===== src/rtl/core/dvsg_pkg.sv =====
// dvsg_pkg: widths, derived sizes and the control bundle of the workload governor.
// Standalone package; used by the channel interfaces and by every core module.
package dvsg_pkg;

	// Field widths
	localparam int TICK_W  = 32;
	localparam int PERF_W  = 7;
	localparam int SCALE_W = PERF_W + 1;
	localparam int AVG_W   = 40;

	// Smoothing weight W; averages follow (avg*W + new) / (W + 1)
	localparam int SMOOTH_W = 4;
	localparam int DIV_C    = SMOOTH_W + 1;
	localparam int WGT_W    = $clog2(DIV_C);

	// Serial word length of avg*W + new, and the bit counter that walks it
	localparam int SUM_W = AVG_W + WGT_W + 1;
	localparam int CNT_W = $clog2(SUM_W);

	// Ratio divider: dividend avg_busy*100, one saturation step and PERF_W quotient bits
	localparam int REM_W  = AVG_W + PERF_W;
	localparam int QSTEPS = PERF_W + 1;
	localparam int QCNT_W = $clog2(QSTEPS);

	localparam logic [PERF_W-1:0] PERF_FULL = PERF_W'(100);

	// Phase strobes from the sequencer to each smoothing lane
	typedef struct packed {
		logic clr;
		logic ser;
		logic div;
	} dvsg_ctl_t;

endpackage


===== src/rtl/core/dvsg_if.sv =====
// dvsg_if: valid/ready channels for tick samples and performance requests.
// Depends on dvsg_pkg for the field widths.
interface dvsg_smp_if;
	logic                        valid;
	logic                        ready;
	logic [dvsg_pkg::TICK_W-1:0] system_tick_count;
	logic [dvsg_pkg::TICK_W-1:0] idle_tick_count;
	logic [dvsg_pkg::PERF_W-1:0] current_perf;

	modport source (output valid, output system_tick_count, output idle_tick_count,
		output current_perf, input ready);
	modport sink (input valid, input system_tick_count, input idle_tick_count,
		input current_perf, output ready);
endinterface

interface dvsg_req_if;
	logic                        valid;
	logic                        ready;
	logic [dvsg_pkg::PERF_W-1:0] requested_perf;
	logic                        perf_change;
	logic                        deadline_zero;

	modport source (output valid, output requested_perf, output perf_change,
		output deadline_zero, input ready);
	modport sink (input valid, input requested_perf, input perf_change,
		input deadline_zero, output ready);
endinterface


===== src/rtl/core/dvsg_smooth.sv =====
// dvsg_smooth: one bit-serial smoothing lane, weighting a delta stream and folding it
// into a 40-bit exponential average. Depends on dvsg_pkg.
module dvsg_smooth (
	input  logic                         clk,
	input  logic                         arst_n,
	input  dvsg_pkg::dvsg_ctl_t          ctl,
	input  logic                         delta_bit,
	input  logic [dvsg_pkg::SCALE_W-1:0] scale,
	output logic [dvsg_pkg::AVG_W-1:0]   avg
);
	import dvsg_pkg::*;

	localparam int WACC_W = WGT_W + 1;
	localparam logic [WACC_W-1:0] W_C = WACC_W'(SMOOTH_W);
	localparam logic [WACC_W-1:0] D_C = WACC_W'(DIV_C);

	logic [SCALE_W-1:0] mul_acc_q;
	logic [SCALE_W:0]   mul_sum;
	logic               new_bit;
	logic [WACC_W-1:0]  wacc_q;
	logic [WACC_W:0]    wsum;
	logic [SUM_W-1:0]   sum_q;
	logic [AVG_W-1:0]   avg_q;
	logic [WGT_W-1:0]   rem_q;
	logic [WACC_W-1:0]  trial;
	logic               fits;

	// LSB-first: delta*scale, then avg*W + new; MSB-first: restoring divide by W+1
	always_comb begin
		mul_sum = {1'b0, mul_acc_q} + (delta_bit ? {1'b0, scale} : '0);
		new_bit = mul_sum[0];
		wsum    = {1'b0, wacc_q} + (avg_q[0] ? {1'b0, W_C} : '0)
			+ {{WACC_W{1'b0}}, new_bit};
		trial   = {rem_q, sum_q[SUM_W-1]};
		fits    = (trial >= D_C);
	end

	// Carry and remainder digits: clear per sample, advance per phase
	always_ff @(posedge clk or negedge arst_n) begin
		if (!arst_n) begin
			mul_acc_q <= '0;
			wacc_q    <= '0;
			rem_q     <= '0;
		end else if (ctl.clr) begin
			mul_acc_q <= '0;
			wacc_q    <= '0;
			rem_q     <= '0;
		end else if (ctl.ser) begin
			mul_acc_q <= mul_sum[SCALE_W:1];
			wacc_q    <= wsum[WACC_W:1];
		end else if (ctl.div) begin
			rem_q <= fits ? WGT_W'(trial - D_C) : trial[WGT_W-1:0];
		end
	end

	// Average: shift out LSB-first, then collect quotient bits MSB-first
	always_ff @(posedge clk or negedge arst_n) begin
		if (!arst_n) begin
			avg_q <= '0;
		end else if (ctl.ser) begin
			avg_q <= {1'b0, avg_q[AVG_W-1:1]};
		end else if (ctl.div) begin
			avg_q <= {avg_q[AVG_W-2:0], fits};
		end
	end

	// Sum word: fill from the top, then drain from the top
	always_ff @(posedge clk) begin
		if (ctl.ser) begin
			sum_q <= {wsum[0], sum_q[SUM_W-1:1]};
		end else if (ctl.div) begin
			sum_q <= {sum_q[SUM_W-2:0], 1'b0};
		end
	end

	assign avg = avg_q;

endmodule


===== src/rtl/core/dvsg_ratio.sv =====
// dvsg_ratio: iterative busy*100/total divider with saturation at 100 percent.
// Depends on dvsg_pkg.
module dvsg_ratio (
	input  logic                        clk,
	input  logic                        arst_n,
	input  logic                        start,
	input  logic [dvsg_pkg::AVG_W-1:0]  busy_w,
	input  logic [dvsg_pkg::AVG_W-1:0]  total_w,
	output logic                        done,
	output logic [dvsg_pkg::PERF_W-1:0] ratio,
	output logic                        zero
);
	import dvsg_pkg::*;

	logic [REM_W-1:0]  rem_q;
	logic [REM_W-1:0]  dv_q;
	logic [QSTEPS-1:0] quo_q;
	logic [QCNT_W-1:0] step_q;
	logic              run_q;
	logic              zero_q;
	logic [REM_W:0]    diff;
	logic              ge;

	// One trial subtraction per step
	always_comb begin
		diff = {1'b0, rem_q} - {1'b0, dv_q};
		ge   = ~diff[REM_W];
	end

	// Step sequencing
	always_ff @(posedge clk or negedge arst_n) begin
		if (!arst_n) begin
			run_q  <= 1'b0;
			step_q <= '0;
		end else if (start) begin
			run_q  <= 1'b1;
			step_q <= QCNT_W'(QSTEPS - 1);
		end else if (run_q) begin
			if (step_q == '0) begin
				run_q <= 1'b0;
			end else begin
				step_q <= step_q - QCNT_W'(1);
			end
		end
	end

	// Dividend, shifted divisor and quotient; the first step decides saturation
	always_ff @(posedge clk) begin
		if (start) begin
			rem_q  <= REM_W'(busy_w) * REM_W'(PERF_FULL);
			dv_q   <= {total_w, PERF_W'(0)};
			quo_q  <= '0;
			zero_q <= (total_w == '0);
		end else if (run_q) begin
			if (ge) begin
				rem_q <= diff[REM_W-1:0];
			end
			dv_q  <= dv_q >> 1;
			quo_q <= {quo_q[QSTEPS-2:0], ge};
		end
	end

	assign done  = run_q && (step_q == '0);
	assign ratio = (quo_q[PERF_W] || (quo_q[PERF_W-1:0] > PERF_FULL))
		? PERF_FULL : quo_q[PERF_W-1:0];
	assign zero  = zero_q;

endmodule


===== src/rtl/core/dvs_workload_governor.sv =====
// dvs_workload_governor: workload-driven performance governor, top level.
// Depends on dvsg_pkg, dvsg_if, dvsg_smooth and dvsg_ratio.
//
//  channel   | dir | beat contents
//  ----------+-----+----------------------------------------------------------
//  samples   | in  | system_tick_count, idle_tick_count, current_perf
//  requests  | out | requested_perf, perf_change, deadline_zero
//
// Each sample is worked in turn: the two smoothing lanes run bit-serial, first
// forming avg*W + new LSB-first and then dividing it by W+1 MSB-first, and
// then the ratio divider needs PERF_W+1 steps. One sample is in work at a time.
// A result beat waits in the output register while the next sample is taken.
// Reset clears tick history and both averages to zero.
module dvs_workload_governor (
	input  logic       clk,
	input  logic       arst_n,
	dvsg_smp_if.sink   samples,
	dvsg_req_if.source requests
);
	import dvsg_pkg::*;

	localparam logic [2:0] ST_IDLE   = 3'd0;
	localparam logic [2:0] ST_SER    = 3'd1;
	localparam logic [2:0] ST_DIV    = 3'd2;
	localparam logic [2:0] ST_RSTART = 3'd3;
	localparam logic [2:0] ST_RWAIT  = 3'd4;
	localparam logic [2:0] ST_FIN    = 3'd5;

	logic [2:0]         state_q;
	logic [CNT_W-1:0]   cnt_q;
	logic [TICK_W-1:0]  sys_q;
	logic [TICK_W-1:0]  idle_q;
	logic [TICK_W-1:0]  prev_sys_q;
	logic [TICK_W-1:0]  prev_idle_q;
	logic [PERF_W-1:0]  cur_q;
	logic               bt_q;
	logic               bi_q;
	logic               bb_q;
	logic               vld_q;
	logic [PERF_W-1:0]  req_q;
	logic               chg_q;
	logic               dz_q;

	logic               accept;
	logic               cnt_last;
	logic               lo;
	logic               shift;
	logic               td;
	logic               id;
	logic               bd;
	logic               total_bit;
	logic               busy_bit;
	logic [SCALE_W-1:0] scale;
	dvsg_ctl_t          ctl;
	logic [AVG_W-1:0]   avg_busy;
	logic [AVG_W-1:0]   avg_total;
	logic               r_start;
	logic               r_done;
	logic [PERF_W-1:0]  r_ratio;
	logic               r_zero;
	logic               out_free;
	logic [PERF_W-1:0]  final_perf;

	assign samples.ready = (state_q == ST_IDLE);
	assign accept        = samples.valid && samples.ready;
	assign cnt_last      = (cnt_q == CNT_W'(SUM_W - 1));
	assign lo            = (cnt_q < CNT_W'(TICK_W));
	assign shift         = (state_q == ST_SER) && lo;
	assign scale         = {1'b0, cur_q} + SCALE_W'(1);
	assign r_start       = (state_q == ST_RSTART);
	assign out_free      = !vld_q || requests.ready;

	// Serial wrapping deltas: total, idle, and busy = total - idle
	always_comb begin
		td        = sys_q[0] ^ prev_sys_q[0] ^ bt_q;
		id        = idle_q[0] ^ prev_idle_q[0] ^ bi_q;
		bd        = td ^ id ^ bb_q;
		total_bit = lo && td;
		busy_bit  = lo && bd;
		ctl.clr   = accept;
		ctl.ser   = (state_q == ST_SER);
		ctl.div   = (state_q == ST_DIV);
	end

	// Sequencer
	always_ff @(posedge clk or negedge arst_n) begin
		if (!arst_n) begin
			state_q <= ST_IDLE;
			cnt_q   <= '0;
		end else begin
			unique case (state_q)
				ST_IDLE: begin
					cnt_q <= '0;
					if (accept) begin
						state_q <= ST_SER;
					end
				end
				ST_SER: begin
					if (cnt_last) begin
						cnt_q   <= '0;
						state_q <= ST_DIV;
					end else begin
						cnt_q <= cnt_q + CNT_W'(1);
					end
				end
				ST_DIV: begin
					if (cnt_last) begin
						cnt_q   <= '0;
						state_q <= ST_RSTART;
					end else begin
						cnt_q <= cnt_q + CNT_W'(1);
					end
				end
				ST_RSTART: begin
					state_q <= ST_RWAIT;
				end
				ST_RWAIT: begin
					if (r_done) begin
						state_q <= ST_FIN;
					end
				end
				ST_FIN: begin
					if (out_free) begin
						state_q <= ST_IDLE;
					end
				end
				default: begin
					state_q <= ST_IDLE;
				end
			endcase
		end
	end

	// Subtractor borrows: clear per sample, advance with the tick bits
	always_ff @(posedge clk or negedge arst_n) begin
		if (!arst_n) begin
			bt_q <= 1'b0;
			bi_q <= 1'b0;
			bb_q <= 1'b0;
		end else if (accept) begin
			bt_q <= 1'b0;
			bi_q <= 1'b0;
			bb_q <= 1'b0;
		end else if (shift) begin
			bt_q <= (~sys_q[0] & prev_sys_q[0]) | (~(sys_q[0] ^ prev_sys_q[0]) & bt_q);
			bi_q <= (~idle_q[0] & prev_idle_q[0]) | (~(idle_q[0] ^ prev_idle_q[0]) & bi_q);
			bb_q <= (~td & id) | (~(td ^ id) & bb_q);
		end
	end

	// Previous counters: rotate the new snapshot in as the old one leaves
	always_ff @(posedge clk or negedge arst_n) begin
		if (!arst_n) begin
			prev_sys_q  <= '0;
			prev_idle_q <= '0;
		end else if (shift) begin
			prev_sys_q  <= {sys_q[0], prev_sys_q[TICK_W-1:1]};
			prev_idle_q <= {idle_q[0], prev_idle_q[TICK_W-1:1]};
		end
	end

	// Sample capture and serial shift-out
	always_ff @(posedge clk) begin
		if (accept) begin
			sys_q  <= samples.system_tick_count;
			idle_q <= samples.idle_tick_count;
			cur_q  <= samples.current_perf;
		end else if (shift) begin
			sys_q  <= sys_q >> 1;
			idle_q <= idle_q >> 1;
		end
	end

	dvsg_smooth u_busy (
		.clk       (clk),
		.arst_n    (arst_n),
		.ctl       (ctl),
		.delta_bit (busy_bit),
		.scale     (scale),
		.avg       (avg_busy)
	);

	dvsg_smooth u_total (
		.clk       (clk),
		.arst_n    (arst_n),
		.ctl       (ctl),
		.delta_bit (total_bit),
		.scale     (scale),
		.avg       (avg_total)
	);

	dvsg_ratio u_ratio (
		.clk     (clk),
		.arst_n  (arst_n),
		.start   (r_start),
		.busy_w  (avg_busy),
		.total_w (avg_total),
		.done    (r_done),
		.ratio   (r_ratio),
		.zero    (r_zero)
	);

	// Zero deadline keeps the current percent
	assign final_perf = r_zero ? cur_q : r_ratio;

	// Output register: drop a taken beat, load a finished one when free
	always_ff @(posedge clk or negedge arst_n) begin
		if (!arst_n) begin
			vld_q <= 1'b0;
		end else if ((state_q == ST_FIN) && out_free) begin
			vld_q <= 1'b1;
		end else if (requests.ready) begin
			vld_q <= 1'b0;
		end
	end

	always_ff @(posedge clk) begin
		if ((state_q == ST_FIN) && out_free) begin
			req_q <= final_perf;
			chg_q <= (final_perf != cur_q);
			dz_q  <= r_zero;
		end
	end

	assign requests.valid          = vld_q;
	assign requests.requested_perf = req_q;
	assign requests.perf_change    = chg_q;
	assign requests.deadline_zero  = dz_q;

endmodule

===== src/flat_wrapper.sv =====
// flat-port wrapper written by rule: the top's interface ports become plain ports
module dvs_workload_governor_flat import dvsg_pkg::*;
  (clk, arst_n, samples_valid, samples_system_tick_count, samples_idle_tick_count, samples_current_perf, samples_ready, requests_valid, requests_requested_perf, requests_perf_change, requests_deadline_zero, requests_ready);
  dvsg_smp_if samples_i ();
  dvsg_req_if requests_i ();
  input  logic clk;
  input  logic arst_n;
  input wire logic [$bits(samples_i.valid)-1:0] samples_valid;
  input wire logic [$bits(samples_i.system_tick_count)-1:0] samples_system_tick_count;
  input wire logic [$bits(samples_i.idle_tick_count)-1:0] samples_idle_tick_count;
  input wire logic [$bits(samples_i.current_perf)-1:0] samples_current_perf;
  output wire logic [$bits(samples_i.ready)-1:0] samples_ready;
  output wire logic [$bits(requests_i.valid)-1:0] requests_valid;
  output wire logic [$bits(requests_i.requested_perf)-1:0] requests_requested_perf;
  output wire logic [$bits(requests_i.perf_change)-1:0] requests_perf_change;
  output wire logic [$bits(requests_i.deadline_zero)-1:0] requests_deadline_zero;
  input wire logic [$bits(requests_i.ready)-1:0] requests_ready;
  assign samples_i.valid = samples_valid;
  assign samples_i.system_tick_count = samples_system_tick_count;
  assign samples_i.idle_tick_count = samples_idle_tick_count;
  assign samples_i.current_perf = samples_current_perf;
  assign samples_ready = samples_i.ready;
  assign requests_valid = requests_i.valid;
  assign requests_requested_perf = requests_i.requested_perf;
  assign requests_perf_change = requests_i.perf_change;
  assign requests_deadline_zero = requests_i.deadline_zero;
  assign requests_i.ready = requests_ready;
  dvs_workload_governor u_core (.clk(clk), .arst_n(arst_n), .samples(samples_i), .requests(requests_i));
endmodule

===== config.mk =====
export PLATFORM = sky130hd
export DESIGN_NAME = dvs_workload_governor_flat
export DESIGN_NICKNAME = d
export VERILOG_FILES = /design/src/rtl/core/dvsg_pkg.sv /design/src/rtl/core/dvsg_if.sv /design/src/rtl/core/dvsg_smooth.sv /design/src/rtl/core/dvsg_ratio.sv /design/src/rtl/core/dvs_workload_governor.sv /design/src/flat_wrapper.sv
export SDC_FILE = /design/constraint.sdc
export NUM_CORES = 1
export LEC_CHECK = 0
export BUFFER_PORTS_ARGS = -buffer_cell sky130_fd_sc_hd__buf_2
export CAP_MARGIN = 20
export CELL_PAD_IN_SITES_DETAIL_PLACEMENT = 0
export CELL_PAD_IN_SITES_GLOBAL_PLACEMENT = 1
export CORE_ASPECT_RATIO = 0.9
export CORE_UTILIZATION = 54
export DETAILED_ROUTE_END_ITERATION = 10
export GPL_ROUTABILITY_DRIVEN = 1
export GPL_TIMING_DRIVEN = 0
export PLACE_DENSITY = 0.94
export SYNTH_ARGS = -nofsm -noshare
export SYNTH_HDL_FRONTEND = slang
export SYNTH_HIERARCHICAL = 1
export SYNTH_SLANG_ARGS = --single-unit

===== constraint.sdc =====
create_clock -name clk -period 8.3 [get_ports clk]
set_clock_uncertainty 0.05 [all_clocks]
set_input_delay 0.415 -clock clk [delete_from_list [all_inputs] [get_ports clk]]
set_output_delay 0.415 -clock clk [all_outputs]
set_load 0.01 [all_outputs]

# Word-level counts from Yosys, hierarchy flattened
# Cells that the tools add are included.
# classes
magnitude_cmp,4
n_eq_ne,15
mux,61
n_div,0
n_mul,1
bitwise,22
shifts,0
reduce_logical,25
add_sub_neg,12
# op_table
op,n
$mux W47,5
$mux W44,4
$mux W40,4
$mux W32,4
$mux W3,18
$mux W8,6
$sub A47 B47 Y48,1
$mul A40 B5 Y45 const B,1
$logic_not A40 Y1,1
$add A8 B9 Y9,2
$pmux W3 S6,1
$mux W4,4
$mux W7,2
$ne A2 B1 Y1 const B,7
$reduce_bool A2 Y1,7
$pmux W6 S2,1
$mux W1,11
$add A4 B3 Y5,2
$add A5 B1 Y5,2
$add A7 B1 Y8 const B,1
$ge A4 B3 Y1 const B,2
$reduce_and A2 Y1,4
$gt A7 B7 Y1 const B,1
$ne A7 B7 Y1,1
20 further kinds,48
# word_totals
reg_bits,462
mem_count,0
latch_bits,0
mem_bits_rw,0
mem_bits_ro,0

# Logic depth before layout (Yosys ltp)
# depth
word_depth,10
mapped_depth,17
ltp_nobuf,16

# Cells and area by module
# Netlist, hierarchy kept.
# by_module_without_submodules
mod,area_per_inst_um2,cells_per_inst,n_inst,seq_area_each_um2
dvsg_ratio,11599.9,1307,1,3022.9
dvsg_smooth,4825.9,384,2,2697.6
dvs_workload_governor,6741.5,688,1,4329.2

# Worst setup path after synthesis
# Ideal clock, no wire load.
# synth_path
path_type,reg2reg
startpoint,register u_core.u_busy.avg_q[6] (netlist: u_core/u_busy/avg[6])
endpoint,"register u_core.u_ratio.rem_q[38], data pin"
path_slack_ps,4155
n_path_buf,0
stages_incl_launch_ff,17
t_arrival_ps,3839
required_ps,7994
setup_ps,256
period_less_slack_ps,4145
cell_sequence,dfrtp_1 -> ha_1 -> ha_1 -> inv_1 -> fa_1 -> inv_1 -> ha_1 -> and3_1 -> a221oi_2 -> a21boi_2 -> a21oi_2 -> o32ai_2 -> a221o_1 -> a22oi_4 -> o21ai_1 -> xor2_1 -> a22o_1
# synth_via
elab_chain_cells,2
# synth_rtl
element,line,rtl
"start, declared",dvsg_smooth.sv:23,logic [AVG_W-1:0] avg_q;
"start signal, assigned",dvsg_smooth.sv:61,"avg_q <= {1'b0, avg_q[AVG_W-1:1]};"
"start signal, assigned",dvsg_smooth.sv:63,"avg_q <= {avg_q[AVG_W-2:0], fits};"
$mul A40 B5 Y45,dvsg_ratio.sv:50,rem_q <= REM_W'(busy_w) * REM_W'(PERF_FULL);
$mux W47,dvsg_ratio.sv:49,if (start) begin
"end signal, assigned",dvsg_ratio.sv:50,
"end signal, assigned",dvsg_ratio.sv:56,rem_q <= diff[REM_W-1:0];
"end, declared",dvsg_ratio.sv:15,logic [REM_W-1:0] rem_q;
# No other way between the ends.
# A chain may end at the register's enable or synchronous reset.

# Worst setup path after layout
# layout_path
startpoint,register u_core.u_busy.avg_q[5] (netlist: u_core/u_busy/avg[5])
endpoint,"register u_core.u_ratio.rem_q[44], data pin"
# Same word-level chain as after synthesis.

==> flow_summary.yaml <==
synthesis:
  yosys.area_share.simple_pct: 13.2
  synth_compound_area_share_pct: 12.9
  synth_flop_cell: "edfxtp_1"
  syn_avg_cell_area_um2: 10.1
  synth-xor-area-share_pct: 3.25
  synth_cell_types: 93
  syn_inst: 2763
  synth_adder_area_share_pct: 12.0
  synth_top_family_by_area: "simple AND/OR/NAND/NOR gates"
  synth.area.mux_share_pct: 7.52
  synth_warnings: 6
  async_reset_ff_share_pct: 41.3
  synth_fp_nets: 3080
  ys_seq_elements: 462
  syn-cell-area_mm2: 0.0280
  ys_seq_area_share_pct: 45.5
  synth-edff-count: 254
detailed_routing:
  top_layer: "met4"
  ant_nets: 0
  vias: 20600
  wire_per_inst_um: 17.4
  dr_wl_met3_um: 2650
  firstDrtPassIters: 7
  routed-wl-met2_um: 29900
  drcViolationCount: 0
  wl_um: 63600
  wl_met1_um: 29400
  vias_per_cell: 5.65
  drtIter0Drc: 1645
critical_path:
  end_kind: "flop"
  arrival_ns: 5.01
  path_buf_inv: 2
  worst_setup_path_start_kind: "flop"
  cp_top_family: "compound AO/OA/AOI/OAI gates"
  cp_data_required_time_ns: 8.55
  critPathKind: "reg2reg"
  crit_chain: "ha_1 -> ha_1 -> inv_1 -> fa_1 -> inv_1 -> ha_1 -> and3_1 -> a221o_1 -> o2111ai_1 -> nand3_1 -> a41o_1 -> a211o_1 -> a21o_1 -> a21oi_1 -> xor2_1 -> o22ai_1"
  r2r-end: "u_core/u_ratio/rem_q[44]$_DFFE_PP_"
  cpMostUsedCell: "ha_1"
  crit_slowest_cell: "fa_1"
  timing.rr.start: "u_core/u_busy/avg[5]$_DFFE_PN0P_"
  cp.depth: 16
  critPathMaxFanout: 6
  reg2reg_slack_ns: 3.53
  slowest_delay_ns: 0.49
  endpoint: "u_core/u_ratio/rem_q[44]$_DFFE_PP_"
  startpoint: "u_core/u_busy/avg[5]$_DFFE_PN0P_"
  ff2ff_path_depth: 16
grt:
  grt_first_pass_wirelength_um: 103000
  grt_max_degree: 105
  antenna_found_initial: 0
  grt_use_total_pct: 24.0
  grt_pass1_vias: 20200
  overflow: 0
floorplanning:
  core_mm2: 0.0507
  die_h_um: 218
  die-area_mm2: 0.0528
  rows: 78
  initial_core_util_pct: 55.2
  die_w_um: 242
  design.portCount: 86
clock_tree:
  cts-resized-gates: 0
  cts.clk_slew.worst_paths_ns: 0.07
  cts-root-buf: "clkbuf_16"
  htreeDepth: 2
  cts_buffers: 48
  insertion_delay_ns: 0.60
  clock-sinks: 462
  cts_tree: "done"
  cts_max_path_buffers: 3
power_and_ir_drop:
  p_switching_w: 0.00281
  p_sw_share_pct: 32.6
  p_comb_share_pct: 30.9
  seq_power_share_pct: 42.3
  power_density_mw_per_mm2: 275
  peakVddDrop_uv: 290
  p_int_w: 0.00580
  p_leak_nw: 14.4
  clkPwrFrac_pct: 26.8
final_layout:
  num_antenna_cells: 0
  mostFrequentLayoutCell: "nand2_1"
  fill_cells: 4115
  area_delta_synth_final_pct: 12.1
  drive_above_1_share_pct: 12.9
  final_nets: 3250
  multi_input_area_mm2: 0.0137
  regArea_mm2: 0.0127
  fin_cells: 3652
  final_cell_mix: "nand2_1 (573), edfxtp_1 (254), inv_1 (251)"
run:
  cap_violations: 0
timing:
  finalSetupTns_ns: 0
  grt_setup_unrepaired: "false"
  period_needed_ns: 4.77
  setup_viol: 0
  worstMarginPinSlew_ns: 1.02
  period_share_pct: 57.4
  fmax_mhz: 210
  slew_viol_final: 0
  slew-limit-headroom_pct: 32.0
  final_hold_viol_count: 0
placed_design:
  dp_cells: 3531
  io_buffers: 85
  place.gp.congestion: 0.910
  dp_hpwl_um: 45800
min_path:
  hp-class: "in2reg"
status:
  outcome: "finished, final reports clean"
[worst register-to-register path, cell delays in order, from the launching register on]
cell       delay [ns]
dfrtp_1          0.46
ha_1             0.33
ha_1             0.29
inv_1            0.05
fa_1             0.49
inv_1            0.04
ha_1             0.38
and3_1           0.25
a221o_1          0.35
o2111ai_1        0.23
nand3_1          0.25
a41o_1           0.35
a211o_1          0.30
a21o_1           0.19
a21oi_1          0.17
xor2_1           0.20
o22ai_1          0.10
[area by class of cell]
cell class | count | area share, %
well taps | 680 | 2.71
flip-flops and latches | 462 | 40.6
repair buffers | 120 | 2.62
clock inverters | 28 | 1.24
clock buffers | 61 | 4.18
plain buffers | 118 | 2.01
inverters | 255 | 3.05
multi-input cells | 1928 | 43.6
[power groups by stage]
stage	clock, W	combinational, W	sequential [W]
after global routing	0.00244	0.00296	0.00372
after floorplan	0	0.00200	0.00357
after global placement	0	0.00246	0.00366
final	0.00231	0.00266	0.00364
after CTS	0.00236	0.00265	0.00365
after detailed placement	0	0.00260	0.00368
[flip-flops by register name, indices dropped and copies added (netlist names), 8 cells and up]
register	count
u_core/u_busy/sum_q	44
u_core/u_total/mul_acc_q	8
u_core/prev_idle_q	32
u_core/u_ratio/rem_q	47
u_core/u_busy/mul_acc_q	8
u_core/prev_sys_q	32
u_core/u_busy/avg	40
u_core/u_ratio/dv_q	47
u_core/u_total/avg	40
u_core/idle_q	32
u_core/u_total/sum_q	44
u_core/u_ratio/quo_q	8
u_core/sys_q	32
[worst min path at each step]
stage                                      start                                end  slack [ns]  depth (start not counted)
6_report           samples_system_tick_count[20]         u_core/sys_q[20]$_DFFE_PP_        0.03                          3
4_1_cts              samples_idle_tick_count[14]        u_core/idle_q[14]$_DFFE_PP_     0.00006                          3
3_3_place_gp   u_core/prev_sys_q[21]$_DFFE_PN0P_  u_core/prev_sys_q[20]$_DFFE_PN0P_        0.40                          2
3_5_place_dp   u_core/prev_sys_q[26]$_DFFE_PN0P_  u_core/prev_sys_q[25]$_DFFE_PN0P_        0.40                          2
2_1_floorplan                             arst_n            u_core/bb_q$_DFFE_PN0P_        0.07                          0
5_1_grt              samples_idle_tick_count[31]    u_core/idle_q[31]$_SDFFCE_PN0P_        0.03                          2
[metal layers]
layer	GRT usage (%)	vias up
li1	-	9945
met1	33.5	10100
met2	39.2	461
met3	2.99	95
met4	7.76	0
met5	0	-
[Yosys cell counts, drive strengths merged (11+ instances only)]
cell type	count	share of area, %
dfxtp	17	1.2
inv	253	3.4
ha	201	9.0
and2	32	0.72
o22ai	21	0.47
a31oi	21	0.62
o21a	11	0.30
mux2	100	4.0
a211oi	22	0.64
mux2i	97	3.5
buf	71	1.6
edfxtp	254	27
xnor2	56	1.8
o21ai	157	2.8
nand2b	24	0.56
a21oi	102	1.9
and3	15	0.34
xor2	48	1.5
nand2	578	7.8
fa	41	2.9
a21o	50	1.3
o31ai	28	0.86
dfrtp	191	17
nand3	35	0.66
nor4	14	0.31
nor2	86	1.2
o21bai	12	0.32
clkbuf	47	0.63
nor3	18	0.34
a22o	37	1.2
nand4	12	0.27
[kinds of logic after synthesis]
family / count (synthesis)
AND/OR/NAND/NOR: 854
AO/OA/AOI/OAI: 530
flip-flops: 462
buffers and inverters: 373
adder cells (fa/ha/maj): 243
multiplexers: 197
XOR/XNOR: 104
[timing repair]
action	CTS	global route
endpoints found under the hold margin	118	0
setup buffers	0	0
hold buffers	32	0
[through the flow]
stage                     cell area [um2]  setup slack, ns  hold slack (ns)  util [%]  total power (W)
after global routing                31400             3.27           0.0256      61.8          0.00911
final                               31400             3.53           0.0333      61.8          0.00861
after floorplan                     28000             4.15           0.0694         -          0.00557
after detailed placement            29400             3.58            0.403      57.8          0.00629
after CTS                           31400             3.56        0.0000552      61.8          0.00865
after global placement              29300             3.25            0.396      57.7          0.00612
Power figures use the tool's default switching activity.
